[src/hdl/dnss_pkg.sv]
// Shared types and constants for the domain name span scanner.
// Holds the scan state record, the byte classes and the register map.
// Has no dependencies; every other file in hdl imports it.
package dnss_pkg;

    // Default width of the length counter.
    localparam int LENGTH_BITS_DEF = 16;

    // Fixed widths of the result and configuration fields.
    localparam int SPAN_BITS     = 16;
    localparam int DOT_BITS      = 8;
    localparam int CFG_ADDR_BITS = 3;
    localparam int CFG_DATA_BITS = 32;

    // Word index of the min_dots register (byte address divided by four).
    localparam logic CFG_MIN_DOTS = 1'b0;

    // Largest value the dot counter holds.
    localparam logic [DOT_BITS-1:0] DOT_MAX = '1;

    // Characters that have a role of their own.
    localparam logic [7:0] CH_NUL        = 8'h00;
    localparam logic [7:0] CH_DOT        = 8'h2E;
    localparam logic [7:0] CH_HYPHEN     = 8'h2D;
    localparam logic [7:0] CH_UNDERSCORE = 8'h5F;
    localparam logic [7:0] CH_HIGH       = 8'h80;
    localparam logic [7:0] CH_DIGIT_0    = 8'h30;
    localparam logic [7:0] CH_DIGIT_9    = 8'h39;
    localparam logic [7:0] CH_UPPER_A    = 8'h41;
    localparam logic [7:0] CH_UPPER_Z    = 8'h5A;
    localparam logic [7:0] CH_LOWER_A    = 8'h61;
    localparam logic [7:0] CH_LOWER_Z    = 8'h7A;

    // Scan phase of the current string.
    typedef enum logic [1:0] {
        PH_SCAN   = 2'd0,
        PH_STOP   = 2'd1,
        PH_REJECT = 2'd2
    } phase_t;

    // Byte classes seen by the scanner.
    typedef enum logic [2:0] {
        CC_DOT,
        CC_HYPHEN,
        CC_LETTER,
        CC_NAME,
        CC_STOP
    } char_class_t;

    // Per-string scan state, apart from the length counter.
    typedef struct packed {
        phase_t                phase;
        logic [DOT_BITS-1:0]   dot_count;
        logic                  label_all_alpha;
        logic                  dot_pending;
        logic                  saturated;
    } scan_state_t;

    // State at reset and after every result.
    localparam scan_state_t SCAN_CLEAR = '{
        phase:           PH_SCAN,
        dot_count:       '0,
        label_all_alpha: 1'b1,
        dot_pending:     1'b0,
        saturated:       1'b0
    };

endpackage

[src/hdl/dnss_scan_core.sv]
// Next-state and result logic of the domain name span scanner.
// Classifies one byte and updates the scan state; depends on dnss_pkg.
// Purely combinational; the registers live in the top level.
module dnss_scan_core
    import dnss_pkg::*;
#(
    parameter int LENGTH_BITS = LENGTH_BITS_DEF
) (
    input  logic [7:0]             char_byte,
    input  scan_state_t            st,
    input  logic [LENGTH_BITS-1:0] len,
    input  logic [DOT_BITS-1:0]    min_dots,
    output scan_state_t            st_next,
    output logic [LENGTH_BITS-1:0] len_next,
    output logic                   is_term,
    output logic [SPAN_BITS-1:0]   span_length,
    output logic                   length_saturated
);

    localparam logic [LENGTH_BITS-1:0] LEN_MAX    = '1;
    localparam logic [32:0]            SPAN_LIMIT = 33'((1 << SPAN_BITS) - 1);

    // Sort a byte into the classes the scanner cares about.
    function automatic char_class_t classify(input logic [7:0] b);
        char_class_t c;
        if (b == CH_DOT) begin
            c = CC_DOT;
        end else if (b == CH_HYPHEN) begin
            c = CC_HYPHEN;
        end else if ((b >= CH_LOWER_A && b <= CH_LOWER_Z) ||
                     (b >= CH_UPPER_A && b <= CH_UPPER_Z)) begin
            c = CC_LETTER;
        end else if (b == CH_UNDERSCORE || b >= CH_HIGH ||
                     (b >= CH_DIGIT_0 && b <= CH_DIGIT_9)) begin
            c = CC_NAME;
        end else begin
            c = CC_STOP;
        end
        return c;
    endfunction

    char_class_t            cls;
    logic                   count_en;
    logic                   double_dot;
    logic [LENGTH_BITS-1:0] span_raw;
    logic [32:0]            span_wide;
    logic                   span_clamp;

    assign cls        = classify(char_byte);
    assign is_term    = (char_byte == CH_NUL);
    assign double_dot = st.dot_pending && (cls == CC_DOT);

    // State update for one accepted byte.
    always_comb begin
        st_next  = st;
        len_next = len;
        count_en = 1'b0;
        if (is_term) begin
            st_next  = SCAN_CLEAR;
            len_next = '0;
        end else if (st.phase == PH_SCAN) begin
            // Resolve a dot held from the previous byte.
            if (st.dot_pending) begin
                st_next.dot_pending = 1'b0;
                if (double_dot) begin
                    st_next.phase = PH_REJECT;
                end else begin
                    st_next.label_all_alpha = 1'b1;
                    if (st.dot_count != DOT_MAX) begin
                        st_next.dot_count = st.dot_count + 1'b1;
                    end
                end
            end
            if (!double_dot) begin
                unique case (cls)
                    CC_DOT: begin
                        count_en            = 1'b1;
                        st_next.dot_pending = 1'b1;
                    end
                    CC_HYPHEN: begin
                        count_en = 1'b1;
                    end
                    CC_LETTER: begin
                        count_en = 1'b1;
                    end
                    CC_NAME: begin
                        count_en                = 1'b1;
                        st_next.label_all_alpha = 1'b0;
                    end
                    CC_STOP: begin
                        st_next.phase = PH_STOP;
                    end
                    default: begin
                        st_next.phase = PH_STOP;
                    end
                endcase
            end
            // Saturating length count.
            if (count_en) begin
                if (len != LEN_MAX) begin
                    len_next = len + 1'b1;
                end
                if (len_next == LEN_MAX) begin
                    st_next.saturated = 1'b1;
                end
            end
        end
    end

    // Span reported at the terminator.
    always_comb begin
        span_raw = '0;
        unique case (st.phase)
            PH_SCAN: begin
                if (!(st.dot_count != '0 && !st.label_all_alpha) &&
                    st.dot_count >= min_dots) begin
                    span_raw = len;
                end
            end
            PH_STOP: begin
                if (st.dot_count >= min_dots) begin
                    span_raw = len;
                end
            end
            PH_REJECT: begin
                span_raw = '0;
            end
            default: begin
                span_raw = '0;
            end
        endcase
    end

    // Clamp to the width of the result field.
    assign span_wide        = 33'(span_raw);
    assign span_clamp       = (span_wide > SPAN_LIMIT);
    assign span_length      = span_clamp ? '1 : span_wide[SPAN_BITS-1:0];
    assign length_saturated = st.saturated | span_clamp;

endmodule

[src/hdl/domain_name_span_scanner_unit.sv]
// Top level of the domain name span scanner: state, result and APB registers.
// Instantiates dnss_scan_core; depends on dnss_pkg.
// Assertions at the end are left out when NO_ASSERTIONS is defined.

// The scanner takes one string byte per request, one request every clock
// cycle, and answers each zero terminator with one result: the length of the
// valid domain-name prefix (0 for a rejected string) and a saturation flag.
// The result appears on the m_ channel in the cycle after the terminator is
// accepted. Byte classification and the state update are combinational between
// the scan state registers and the result register, so the sustained rate is
// one byte per cycle; input stalls only while a result waits for m_ready.
// min_dots sits at byte address 0 of the APB port and may be written only
// while no string is in progress.
module domain_name_span_scanner_unit
    import dnss_pkg::*;
#(
    parameter int LENGTH_BITS = LENGTH_BITS_DEF
) (
    input  logic                     aclk,
    input  logic                     aresetn,
    // Byte channel
    input  logic                     s_valid,
    output logic                     s_ready,
    input  logic [7:0]               s_char_byte,
    // Result channel
    output logic                     m_valid,
    input  logic                     m_ready,
    output logic [SPAN_BITS-1:0]     m_span_length,
    output logic                     m_length_saturated,
    // Configuration port
    input  logic                     psel,
    input  logic                     penable,
    input  logic                     pwrite,
    input  logic [CFG_ADDR_BITS-1:0] paddr,
    input  logic [CFG_DATA_BITS-1:0] pwdata,
    output logic [CFG_DATA_BITS-1:0] prdata,
    output logic                     pready
);

    localparam logic [LENGTH_BITS-1:0] LEN_MAX = '1;

    scan_state_t            st_reg;
    scan_state_t            st_next;
    logic [LENGTH_BITS-1:0] len_reg;
    logic [LENGTH_BITS-1:0] len_next;
    logic [DOT_BITS-1:0]    min_dots_reg;
    logic                   m_valid_reg;
    logic [SPAN_BITS-1:0]   span_reg;
    logic                   sat_reg;
    logic                   is_term;
    logic [SPAN_BITS-1:0]   span_next;
    logic                   sat_next;
    logic                   in_fire;
    logic                   cfg_sel;

    // Byte classification and next state.
    dnss_scan_core #(
        .LENGTH_BITS (LENGTH_BITS)
    ) u_core (
        .char_byte        (s_char_byte),
        .st               (st_reg),
        .len              (len_reg),
        .min_dots         (min_dots_reg),
        .st_next          (st_next),
        .len_next         (len_next),
        .is_term          (is_term),
        .span_length      (span_next),
        .length_saturated (sat_next)
    );

    // A new byte is taken whenever the result register is free or draining.
    assign s_ready = !m_valid_reg || m_ready;
    assign in_fire = s_valid && s_ready;

    // Scan state.
    always_ff @(posedge aclk) begin
        if (!aresetn) begin
            st_reg  <= SCAN_CLEAR;
            len_reg <= '0;
        end else if (in_fire) begin
            st_reg  <= st_next;
            len_reg <= len_next;
        end
    end

    // Result register.
    always_ff @(posedge aclk) begin
        if (!aresetn) begin
            m_valid_reg <= 1'b0;
        end else if (in_fire && is_term) begin
            m_valid_reg <= 1'b1;
        end else if (m_ready) begin
            m_valid_reg <= 1'b0;
        end
    end

    always_ff @(posedge aclk) begin
        if (in_fire && is_term) begin
            span_reg <= span_next;
            sat_reg  <= sat_next;
        end
    end

    assign m_valid            = m_valid_reg;
    assign m_span_length      = span_reg;
    assign m_length_saturated = sat_reg;

    // APB register file: one register, min_dots.
    assign cfg_sel = (paddr[CFG_ADDR_BITS-1] == CFG_MIN_DOTS);
    assign pready  = 1'b1;

    always_ff @(posedge aclk) begin
        if (!aresetn) begin
            min_dots_reg <= '0;
        end else if (psel && penable && pwrite && pready && cfg_sel) begin
            min_dots_reg <= pwdata[DOT_BITS-1:0];
        end
    end

    assign prdata = cfg_sel ? CFG_DATA_BITS'(min_dots_reg) : '0;

`ifndef NO_ASSERTIONS
    // A terminator always produces a result in the next cycle.
    a_term_result: assert property (@(posedge aclk) disable iff (!aresetn)
        (in_fire && s_char_byte == CH_NUL) |=> m_valid)
        else $error("terminator accepted without a result");

    // A terminator clears the scan state for the next string.
    a_term_clear: assert property (@(posedge aclk) disable iff (!aresetn)
        (in_fire && s_char_byte == CH_NUL) |=>
        (len_reg == '0 && st_reg == SCAN_CLEAR))
        else $error("scan state not cleared after terminator");

    // A pending dot exists only while the string is still being scanned.
    a_pending_scan: assert property (@(posedge aclk) disable iff (!aresetn)
        st_reg.dot_pending |-> (st_reg.phase == PH_SCAN))
        else $error("dot pending outside the scanning phase");

    // The length counter reaches its maximum only with the flag set.
    a_sat_flag: assert property (@(posedge aclk) disable iff (!aresetn)
        (len_reg == LEN_MAX) |-> st_reg.saturated)
        else $error("length at maximum without saturation flag");
`endif

endmodule

[config.mk]
export PLATFORM = sky130hd
export DESIGN_NAME = domain_name_span_scanner_unit
export DESIGN_NICKNAME = d
export VERILOG_FILES = /design/src/hdl/dnss_pkg.sv /design/src/hdl/dnss_scan_core.sv /design/src/hdl/domain_name_span_scanner_unit.sv
export SDC_FILE = /design/constraint.sdc
export NUM_CORES = 1
export LEC_CHECK = 0
export ABC_CLOCK_PERIOD_IN_PS = 3750
export BUFFER_PORTS_ARGS = -buffer_cell sky130_fd_sc_hd__buf_4
export CAP_MARGIN = 20
export CELL_PAD_IN_SITES_DETAIL_PLACEMENT = 1
export CELL_PAD_IN_SITES_GLOBAL_PLACEMENT = 2
export CORE_UTILIZATION = 32
export CTS_CLUSTER_DIAMETER = 60
export DETAILED_ROUTE_END_ITERATION = 10
export HOLD_SLACK_MARGIN = 0.08
export PLACE_DENSITY_LB_ADDON = 0.1
export SKIP_CTS_REPAIR_TIMING = 1
export SYNTH_ARGS = -nofsm -noshare
export SYNTH_HDL_FRONTEND = slang
export SYNTH_SLANG_ARGS = --single-unit
[constraint.sdc]
create_clock -name aclk -period 3.75 [get_ports aclk]
set_input_delay 0.1875 -clock aclk [delete_from_list [all_inputs] [get_ports aclk]]
set_output_delay 0.1875 -clock aclk [all_outputs]
set_load 0.01 [all_outputs]
; ---- Word-level counts from Yosys, hierarchy flattened
; Cells that the tools add are included.
[word_totals]
register_bits = 55
in_bits = 50
out_inout_bits = 52
elab_cells = 101
[op_classes]
addsub = 2
order_cmp = 9
n_eq_ne = 11
muxes = 34
n_bitwise = 2
n_reduce_logical = 33
[op_table]
columns = cell, n
row1 = $mux W16, 9
row2 = $pmux W16 S2, 1
row3 = $mux W13, 2
row4 = $add A16 B1 Y16 const B, 1
row5 = $eq A16 B16 Y1 const B, 1
row6 = $eq A8 B6 Y1 const B, 2
row7 = $ge A8 B7 Y1 const B, 2
row8 = $gt A16 B16 Y1 const B, 1
row9 = $le A8 B7 Y1 const B, 2
row10 = $mux W8, 2
row11 = $ne A16 B16 Y1 const B, 1
row12 = $mux W12, 1
row13 = $mux W3, 4
row14 = $reduce_bool A2 Y1, 6
row15 = $logic_and A1 B1 Y1, 11
row16 = $mux W1, 10
row17 = $mux W9, 1
row18 = $add A8 B1 Y8 const B, 1
row19 = $eq A8 B7 Y1 const B, 1
row20 = $ge A8 B6 Y1 const B, 1
row21 = $ge A8 B8 Y1, 1
row22 = $ge A8 B8 Y1 const B, 1
row23 = $le A8 B6 Y1 const B, 1
row24 = $logic_not A8 Y1, 1
row25 = 18 further kinds, 27

; ---- Longest topological paths before layout
[depth]
ltp_word = 21
depth_mapped = 10
depth_no_buf = 9

; ---- Cells and area by module
; From an unflattened synthesis, not the netlist that was laid out.
[unflattened]
cells_unflattened = 464
hier_area_um2 = 3867.5
[modules_own_cells]
columns = module, instances, cells_per_inst, area_each_um2, seq_area_each_um2
row1 = domain_name_span_scanner_unit, 1, 219, 2264.7, 1271.2
row2 = dnss_scan_core, 1, 245, 1602.8, 0.0

; ---- Worst setup path after synthesis
; Ideal clock, no wire load.
[synth_path]
path_kind = input port to flip-flop
start = in s_char_byte[0]
end = reg sat_reg, in the netlist m_length_saturated (enable)
setup_time_ns = 0.369
arrival_time_ns = 2.096
required_time_ns = 3.381
slack_ns = 1.285
path_stages = 6
path_buffers = 2
cell_sequence = or4_4 -> or4_1 -> buf_2 -> or2_1 -> clkbuf_1 -> inv_1
[synth_via]
elab_chain_cells = 2
[synth_lines]
columns = item, line
row1 = from (decl), domain_name_span_scanner_unit.sv:24  ; input logic [7:0] s_char_byte,
row2 = $logic_not A8 Y1, dnss_scan_core.sv:50  ; assign is_term = (char_byte == CH_NUL);
row3 = $logic_and A1 B1 Y1, domain_name_span_scanner_unit.sv:98  ; if (in_fire && is_term) begin
row4 = to (signal assigned), domain_name_span_scanner_unit.sv:100  ; sat_reg <= sat_next;
row5 = to (decl), domain_name_span_scanner_unit.sv:49  ; logic sat_reg;
; No other way between the ends.
; A chain may end at the register's enable or synchronous reset.

; ---- Worst setup path after layout
[layout_path]
start = in s_char_byte[0]
end = reg st_reg[0] in the netlist's numbering
[layout_via]
elab_chain_cells = 15
elab_cells_between_ends = 36
cone_classes = order compare (7) / eq/ne (6) / mux (9) / reduce/logical (14)
[layout_lines]
columns = item, line
row1 = "$ge A8 B8 Y1, or another cell as far along", dnss_scan_core.sv:33  ; end else if (b == CH_UNDERSCORE || b >= CH_HIGH ||
row2 = $logic_or A1 B1 Y1 / $logic_and A1 B1 Y1 (equally long branches), "dnss_scan_core.sv:33, dnss_scan_core.sv:34"
row3 = $logic_or A1 B1 Y1, dnss_scan_core.sv:33
row4 = $mux W3, dnss_scan_core.sv:33
row5 = $mux W3, dnss_scan_core.sv:30  ; end else if ((b >= CH_LOWER_A && b <= CH_LOWER_Z) ||
row6 = $mux W3, dnss_scan_core.sv:28  ; end else if (b == CH_HYPHEN) begin
row7 = $mux W3, dnss_scan_core.sv:26  ; if (b == CH_DOT) begin
row8 = "$eq A3 B1 Y1, or another cell as far along", dnss_scan_core.sv:75  ; unique case (cls)
row9 = $reduce_or A4 Y1 (no line), --
row10 = $mux W1, dnss_scan_core.sv:75
row11 = $mux W1, dnss_scan_core.sv:74  ; if (!double_dot) begin
row12 = $mux W1, dnss_scan_core.sv:61  ; end else if (st.phase == PH_SCAN) begin
row13 = $mux W1, dnss_scan_core.sv:58  ; if (is_term) begin
row14 = $reduce_bool A2 Y1 (no line), --
row15 = $reduce_and A4 Y1 (no line), --
row16 = to (signal assigned), domain_name_span_scanner_unit.sv:81  ; st_reg <= st_next;
row17 = to (decl), domain_name_span_scanner_unit.sv:42  ; scan_state_t st_reg;
; Several ways; a longest one is shown, not always the timed one. The select of a mux whose other input is x is not followed.

==> impl_metrics.sql <==
INSERT INTO impl_metrics (metric_group, metric, value, unit) VALUES
('sta', 'max_slew_margin', '44.0', '%'),
('worst_setup_path', 'worstPathArrival', '2.94', 'ns'),
('final_layout', 'insertedDiodeCount', '0', ''),
('placement', 'dpl.hpwl', '6280', 'microns'),
('job', 'maxCapViolations', '0', ''),
('grt', 'grt_start_max_net_pins', '24', ''),
('sta', 'final.setup_skew', '0.0123', 'ns'),
('clocking', 'clk_tree_root_cell', 'clkbuf_8', ''),
('worst_setup_path', 'endpoint_kind', 'register', ''),
('power', 'p_sw_share', '26.1', '%'),
('drt', 'drc', '0', ''),
('placement', 'preCtsSetupSlack', '0.719', 'ns'),
('synth', 'netlist_top_cells_count', 'nand2_1 (39), dfxtp_1 (38), nor2_1 (35)', ''),
('grt', 'grt_antenna_before_repair', '0', ''),
('grt', 'grtUsageTotal', '16.7', '%'),
('final_layout', 'drive_gt1_share', '15.6', '%'),
('placement', 'gp_weighted_congestion', '0.811', ''),
('clocking', 'clock_tree_from_tritoncts', 'built', ''),
('power', 'p_sw', '279', 'uW'),
('synth', 'yosys_most_used_dff', 'dfxtp_1', ''),
('synth', 'synthDominantCellAreaShare', '23.3', '%'),
('sta', 'setup_total_negative_slack', '0', 'ns'),
('final_layout', 'final_design_area_no_fill', '3730', 'sq um'),
('die', 'chipHeight', '103', 'microns'),
('final_layout', 'register_area', '1270', 'sq um'),
('drt', 'drt_pass1_iterations', '4', ''),
('min_path', 'hp-class', 'input pin to register', ''),
('final_layout', 'area_of_combinational_cells_with_multiple_inputs', '1760', 'sq um'),
('clocking', 'cts.htree.levels', '2', ''),
('sta', 'rsz0062_at_grt', 'false', ''),
('synth', 'synthesis.area', '3260', 'sq um'),
('die', 'num_io_pins', '102', ''),
('drt', 'viasPerCell', '5.10', ''),
('grt', 'via_count_of_the_first_global_routing_pass', '2650', ''),
('synth', 'async_flop_share', '0', '%'),
('worst_setup_path', 'critPathSlowestCell', 'or4_1', ''),
('power', 'clock_power_share', '31.5', '%'),
('power', 'power', '1.07', 'mW'),
('clocking', 'clock_pin_slew_on_the_worst_setup_and_hold_paths', '0.11', 'ns'),
('synth', 'synth_enable_flop_cells', '17', ''),
('clocking', 'clock-sinks', '55', ''),
('worst_setup_path', 'critical_path_startpoint_category', 'input pin', ''),
('drt', 'routed_wl', '8410', 'microns'),
('clocking', 'worstSkewPairLatency', '0.31', 'ns'),
('clocking', 'cts-buffers-inserted', '5', ''),
('power', 'power.share.sequential', '58.2', '%'),
('die', 'design.die.area', '10600', 'sq um'),
('placement', 'port-buffer-count', '50', ''),
('die', 'fp.dieW', '103', 'microns'),
('synth', 'synth_seq_area_share', '39.0', '%'),
('worst_setup_path', 'cpPeakStageDelay', '0.62', 'ns'),
('placement', 'placement.cell_area', '3640', 'sq um'),
('sta', 'tightestPinTransition', '0.840', 'ns'),
('sta', 'final-hold-violation-count', '0', ''),
('power', 'cellPowerDensity', '286', 'nW/um^2'),
('worst_setup_path', 'cp_max_fo', '11', ''),
('synth', 'synth.most_common_cell', 'nand2_1', ''),
('sta', 'slew_violations', '0', ''),
('synth', 'syn_avg_cell_area', '8.45', 'sq um'),
('die', 'rows', '36', ''),
('clocking', 'max-clock-path-buffers', '2', ''),
('sta', 'fin_crit_sh', '72.0', '%'),
('synth', 'synthTopCellsByArea', 'dfxtp_1 (23%), edfxtp_1 (16%), buf_4 (5.8%)', ''),
('drt', 'detail_route.iter0.violations', '140', ''),
('final_layout', 'final_util', '38.0', '%'),
('power', 'internal_power', '789', 'uW'),
('synth', 'synth.ff_latch_count', '55', ''),
('sta', 'hold_ws', '0.0975', 'ns'),
('outcome', 'outcome', 'finished clean', ''),
('final_layout', 'stdcell_count', '556', ''),
('die', 'initial_core_util', '33.2', '%');
[final timing paths]
path | startpoint | slack (ns) | depth (start not counted) | endpoint
worst min register to register | min_dots_reg[3]$_SDFFE_PN0P_ | 0.46 | 2 | min_dots_reg[3]$_SDFFE_PN0P_
worst max-delay path | s_char_byte[0] | 1.05 | 7 | st_reg[0]$_SDFFE_PN0P_
worst max register to register | len_reg[0]$_SDFFE_PN0P_ | 1.08 | 8 | st_reg[0]$_SDFFE_PN0P_
worst min-delay path | aresetn | 0.1 | 2 | st_reg[2]$_SDFFE_PN1P_
[layout by cell type, fill, tap and decap left out, types with 5 or more instances in the layout]
cell type / Yosys / routed
and3_1: 6 / 6
clkbuf_8: 0 / 5
a21oi_1: 34 / 34
inv_1: 15 / 15
xor2_1: 7 / 7
buf_4: 25 / 52
conb_1: 2 / 25
nor2_1: 35 / 35
o21ai_0: 13 / 13
nor3_1: 11 / 11
and4_1: 5 / 5
nand3_1: 17 / 17
a211oi_1: 6 / 6
ha_1: 11 / 11
nand4_1: 9 / 9
edfxtp_1: 17 / 17
nand2_1: 39 / 39
nor4bb_1: 15 / 15
dfxtp_1: 38 / 38
[power groups by stage]
| stage | sequential, mW | clock, mW | combinational, mW |
|---|---|---|---|
| after floorplan | 0.632 | 0 | 0.0855 |
| after global placement | 0.634 | 0 | 0.108 |
| after detailed placement | 0.635 | 0 | 0.110 |
| after CTS | 0.621 | 0.352 | 0.111 |
| after global routing | 0.622 | 0.371 | 0.124 |
| final | 0.621 | 0.337 | 0.110 |
[per-layer routing]
| metal | vias to the layer above | GRT usage [%] | share of wire, % | routed length, microns |
|---|---|---|---|---|
| met5 | - | 0 | 0 | 0 |
| met4 | 0 | 3.90 | 0.83 | 70 |
| met3 | 6 | 2.44 | 4.4 | 370 |
| met2 | 86 | 26.2 | 44 | 3670 |
| met1 | 1329 | 24.1 | 51 | 4300 |
| li1 | 1415 | - | - | - |
[cell type report]
type	count	share of cell area (%)
inverters	15	1.51
well taps	133	4.46
repair buffers	52	10.5
flip-flops and latches	55	34.1
multi-input cells	293	47.2
clock buffers	6	1.98
clock inverters	2	0.335
[worst max-delay path: cells and delay by family]
kind	cells	cell delay [ns]
compound gates	1	0.20
buf+inv	1	0.13
simple gates	5	2.40
[kinds of logic after synthesis]
kind of cell             count (synthesis)  share of synthesized area (%)
multiplexers                             4                           1.23
buffers and inverters                   61                           10.2
AND/OR/NAND/NOR                        166                           28.0
other                                    2                          0.230
adder cells (fa/ha/maj)                 11                           4.22
XOR/XNOR                                 9                           2.42
flip-flops                              55                           39.0
AO/OA/AOI/OAI                           78                           14.8
Power figures use the tool's default switching activity.
